$ cat config.mk
export PLATFORM = sky130hd
export DESIGN_NAME = fep_muldiv
export DESIGN_NICKNAME = d
export VERILOG_FILES = /design/src/fep_pkg.sv /design/src/fep_muldiv.sv
export SDC_FILE = /design/constraint.sdc
export NUM_CORES = 1
export LEC_CHECK = 0
export ABC_AREA = 1
export BUFFER_PORTS_ARGS = -buffer_cell sky130_fd_sc_hd__buf_2
export CAP_MARGIN = 20
export CORE_MARGIN = 5
export CORE_UTILIZATION = 25
export DETAILED_ROUTE_END_ITERATION = 8
export PLACE_DENSITY = 0.44
export SYNTH_ARGS = -nofsm -noshare
export SYNTH_HDL_FRONTEND = slang
export SYNTH_SLANG_ARGS = --single-unit
$ cat constraint.sdc
create_clock -name clock -period 8.83 [get_ports clock]
set_input_delay 0.4415 -clock clock [delete_from_list [all_inputs] [get_ports clock]]
set_output_delay 0.4415 -clock clock [all_outputs]
set_load 0.02 [all_outputs]
$ cat src/fep_pkg.sv
// fep_pkg: shared types and constants for the fake exponential price unit.
// No dependencies.
package fep_pkg;

   localparam int DEFAULT_WORK_WIDTH = 192;
   localparam int VALUE_WIDTH        = 64;
   localparam int CSR_INDEX_WIDTH    = 2;

   localparam logic [CSR_INDEX_WIDTH-1:0] CSR_FLOOR      = CSR_INDEX_WIDTH'(0);
   localparam logic [CSR_INDEX_WIDTH-1:0] CSR_CONVERSION = CSR_INDEX_WIDTH'(1);

   // saturated price, all ones
   localparam logic [VALUE_WIDTH-1:0] PRICE_SAT = {VALUE_WIDTH{1'b1}};

   typedef enum logic {
      OP_MUL = 1'b0,
      OP_DIV = 1'b1
   } op_type;

   typedef struct packed {
      logic   go;
      op_type op;
   } unit_ctrl_type;

endpackage

$ cat src/fep_muldiv.sv
// fep_muldiv: shared bit-serial unit, WORK_WIDTH x 64 multiply (truncated)
// and WORK_WIDTH / 64 restoring divide. Depends on fep_pkg.
module fep_muldiv #(
   parameter int WORK_WIDTH = fep_pkg::DEFAULT_WORK_WIDTH
) (
   input  logic                            clock,
   input  logic                            reset,
   input  fep_pkg::unit_ctrl_type          ctrl,
   input  logic [WORK_WIDTH-1:0]           opa,
   input  logic [fep_pkg::VALUE_WIDTH-1:0] opb,
   output logic                            done,
   output logic [WORK_WIDTH-1:0]           result
);

   localparam int VW = fep_pkg::VALUE_WIDTH;
   localparam int CW = $clog2(WORK_WIDTH);

   logic                  busy_ff, busy_in;
   logic                  done_ff, done_in;
   fep_pkg::op_type       op_ff, op_in;
   logic [CW-1:0]         cnt_ff, cnt_in;
   logic [WORK_WIDTH-1:0] opa_ff, opa_in;
   logic [VW-1:0]         opb_ff, opb_in;
   logic [WORK_WIDTH-1:0] res_ff, res_in;
   logic [VW-1:0]         rem_ff, rem_in;
   logic [VW:0]           trial;
   logic                  qbit;

   // partial remainder with the next dividend bit shifted in
   assign trial = {rem_ff, res_ff[WORK_WIDTH-1]};
   assign qbit  = (trial >= {1'b0, opb_ff});

   always_comb begin
      busy_in = busy_ff;
      done_in = 1'b0;
      op_in   = op_ff;
      cnt_in  = cnt_ff;
      opa_in  = opa_ff;
      opb_in  = opb_ff;
      res_in  = res_ff;
      rem_in  = rem_ff;
      if (busy_ff) begin
         case (op_ff)
            fep_pkg::OP_MUL: begin
               res_in = (res_ff << 1) + (opb_ff[VW-1] ? opa_ff : '0);
               opb_in = opb_ff << 1;
            end
            fep_pkg::OP_DIV: begin
               res_in = {res_ff[WORK_WIDTH-2:0], qbit};
               rem_in = qbit ? VW'(trial - {1'b0, opb_ff}) : trial[VW-1:0];
            end
            default: begin
               res_in = res_ff;
            end
         endcase
         cnt_in = cnt_ff - CW'(1);
         if (cnt_ff == '0) begin
            busy_in = 1'b0;
            done_in = 1'b1;
         end
      end else if (ctrl.go) begin
         busy_in = 1'b1;
         op_in   = ctrl.op;
         opa_in  = opa;
         opb_in  = opb;
         rem_in  = '0;
         if (ctrl.op == fep_pkg::OP_MUL) begin
            res_in = '0;
            cnt_in = CW'(VW - 1);
         end else begin
            res_in = opa;
            cnt_in = CW'(WORK_WIDTH - 1);
         end
      end
   end

   always_ff @(posedge clock) begin
      if (reset) begin
         busy_ff <= 1'b0;
         done_ff <= 1'b0;
      end else begin
         busy_ff <= busy_in;
         done_ff <= done_in;
      end
      op_ff  <= op_in;
      cnt_ff <= cnt_in;
      opa_ff <= opa_in;
      opb_ff <= opb_in;
      res_ff <= res_in;
      rem_ff <= rem_in;
   end

   assign done   = done_ff;
   assign result = res_ff;

endmodule

==> qor.txt <==
outcome: finished, final reports clean
P&R area growth vs syn: 20.2%
RSZ-0062 raised after global routing: false
# port buffers: 452
DP Wirelength: 228 mm
Reg clk slew, reported paths: 0.06 ns
leakage power: 32.3 nW
worst endpoint data arrival time: 5.33 ns
number of enable flip-flop cells after synthesis: 521
Via Count: 53.3k
worst slew pin tran: 1.31 ns
root buffer cell: clkbuf_16
CORE AREA: 199000 µm²
element type at the critical path end: flop
Netlist cell types: 44
most frequent cells in the layout: nand2_1, inv_1, nor2_1, edfxtp_1, buf_2
Layout Cells excl Fill: 11.7k
Syn Nets: 8804
achievable frequency: 206 MHz
first-pass GRT wire length: 377 mm
cts repair resizes: 0
maxcap violations: 0
reg-to-reg startpoint: opb_ff[63]
CP required: 9.31 ns
# setup viols final: 0
Power Dens Cells: 177 nW/µm²
top_reg_cell synth: edfxtp_1
initial antenna violation count: 15
Worst Setup Path Type: flop to flop
Final Hold Viols: 0
Total Power: 0.0106 W
DR iter-0 viols: 4306
Nets: 9478
worst hold path class: input port to flop
GR Util All Layers: 24.6%
initial core utilization: 25.1%
Residual DRC: 0
worst r2r path cells: 17
post-synthesis register bit count: 523
pre-CTS WS: 4.08 ns
synth warn: 0
fin crit share: 54.9%
Avg WL per Cell: 22.9 µm
routed wire length: 268 mm
Setup Skew: 0.0487 ns
Die Wd: 457 µm
fillers: 23.0k
row count: 164
RD Place Congestion: 1.02
Worst Slack Setup Final: 3.98 ns
CP startpoint kind: flop
Worst-Skew Late Latency: 0.74 ns
Worst slew margin: 12.0%
TritonCTS clock tree: done
Core Util, Final: 30.2%
commonest non-fill, non-tap cell in the layout: nand2_1
Placed Cells: 11.3k
setup_tns: 0 ns
vias per cell: 4.56
reg-to-reg slack, setup: 3.98 ns
Seq/Total Area, Yosys: 31.3%
htree depth: 3
ratio of cells with drive above 1 in the final layout: 6.72%
vias in the first global route: 53.3k
hold depth: 1
Critical Path Source: opb_ff[63]
Hold Crit Start: opa[187]
grt ovf: 0
Routed Antenna Nets: 0
Mapped Area: 50100 µm²
Synth Area per Inst: 6.04 µm²
total die area: 209000 µm²
Max VDD drop: 0.124 mV
crit path max fanout: 98
largest net degree at the start of global routing: 101
Worst R2R End: result[161]
First-pass DRT Iterations: 5
die height: 457 µm
Hold EP: opa_ff[187]
clk buf depth: 3
CTS sink count: 523
io pins: 453
Post-synth ARST share: 0%
Final Max Slew Viols: 0
number of CTS-inserted buffers: 71
synthesized instance count: 8286
fin crit period: 4.85 ns
==> worst max path at each step <==
stage	end	cells after the start
2_1_floorplan	op_ff	3
5_1_grt	result[145]	22
3_5_place_dp	result[161]	17
4_1_cts	result[161]	17
3_3_place_gp	result[161]	17
6_report	result[161]	17
==> final cells by class <==
type / instances / area, µm² / area share, %
multi-input cells: 5678 / 26500 / 44.1
flip-flops and latches: 523 / 15700 / 26.1
inverters: 1962 / 7390 / 12.3
repair buffers: 724 / 4970 / 8.26
well taps: 2656 / 3320 / 5.52
clock buffers: 89 / 1870 / 3.10
clock inverters: 38 / 423 / 0.703
diodes: 6 / 15.0 / 0.0249
==> per-stage QoR <==
step | hold WS, ns | instance area, µm²
finish | 0.0758 | 60200
global route | 0.0394 | 60200
CTS | 0.0123 | 60200
detailed placement | 0.550 | 55400
global placement | 0.540 | 55400
floorplan | 0.514 | 50100
==> synth_stat cells, types with 2 or more instances <==
cell,n,share of area [%]
nand2_1,3250,24
inv_1,1956,15
nor2_1,866,6.5
edfxtp_1,521,31
nand3_1,311,3.1
ha_1,256,6.4
a21oi_1,237,2.4
o21ai_0,223,2.2
a22oi_1,154,2.3
clkbuf_1,105,0.79
xnor2_1,69,1.2
nand3b_1,65,0.97
nand4_1,61,0.76
nor3_1,43,0.43
xor2_1,40,0.70
o211ai_1,32,0.48
o21bai_1,14,0.21
o21ai_1,8,0.080
buf_1,6,0.045
buf_2,6,0.060
buf_6,6,0.13
nand2_2,6,0.075
o21a_1,6,0.090
or2_2,6,0.075
inv_2,5,0.037
nor4_1,5,0.062
a21o_1,3,0.045
and2_1,3,0.037
and3_1,3,0.037
a21boi_0,2,0.030
dfxtp_1,2,0.080
fa_1,2,0.080
nand3_2,2,0.040
nor3b_1,2,0.030
==> timing repair <==
action	CTS	global route
setup buffers	0	0
hold buffers	247	0
endpoints found under the setup margin	0	0
endpoints found under the hold margin	284	0
==> power breakdown <==
group / total (W) / internal (W) / switching, W
Sequential: 0.00330 / 0.00309 / 0.000212
Combinational: 0.00437 / 0.00127 / 0.00310
Clock: 0.00295 / 0.00171 / 0.00124
Total: 0.0106 / 0.00607 / 0.00455
==> flip-flops by register name, summed over array words and instances (netlist names) <==
signal / flops
op_ff: 1
rem_ff: 64
busy_ff: 1
result: 192
done: 1
opb_ff: 64
opa_ff: 192
cnt_ff: 8
==> routing by layer <==
layer / global-route usage (%) / routed length [µm] / vias to the layer above
met5: 0 / 13 / -
met4: 8.46 / 10600 / 2
met3: 2.65 / 11400 / 313
met2: 43.0 / 129000 / 1430
met1: 31.5 / 117000 / 25000
li1: - / - / 26600
==> cell families (layout without fill, tap and decap cells) <==
group / Yosys count / after routing / synth area share, %
AOI/OAI and AO/OA: 685 / 685 / 7.94
and+or+nand+nor: 4626 / 4626 / 36.6
DFF: 523 / 523 / 31.3
buffers and inverters: 2085 / 2813 / 15.7
xor gates and xnor gates: 109 / 109 / 1.91
other: 0 / 6 / 0
adders and majority gates: 258 / 258 / 6.48
==> critical path, cell delays in order (launching register included) <==
cell	delay, ns
edfxtp_1	0.46
buf_12	0.22
nand2_1	0.20
inv_1	0.06
ha_1	0.56
nand2_1	0.17
nor2_1	0.25
nand2_1	0.22
nor2_1	0.45
nand2_1	0.32
nor2_1	0.17
nand2_1	0.08
nand3_1	0.44
nand2_1	0.30
nand2_1	0.13
nand2_1	0.05
nand3_1	0.20
nand2_1	0.09
(Power assumes the default switching activity.)
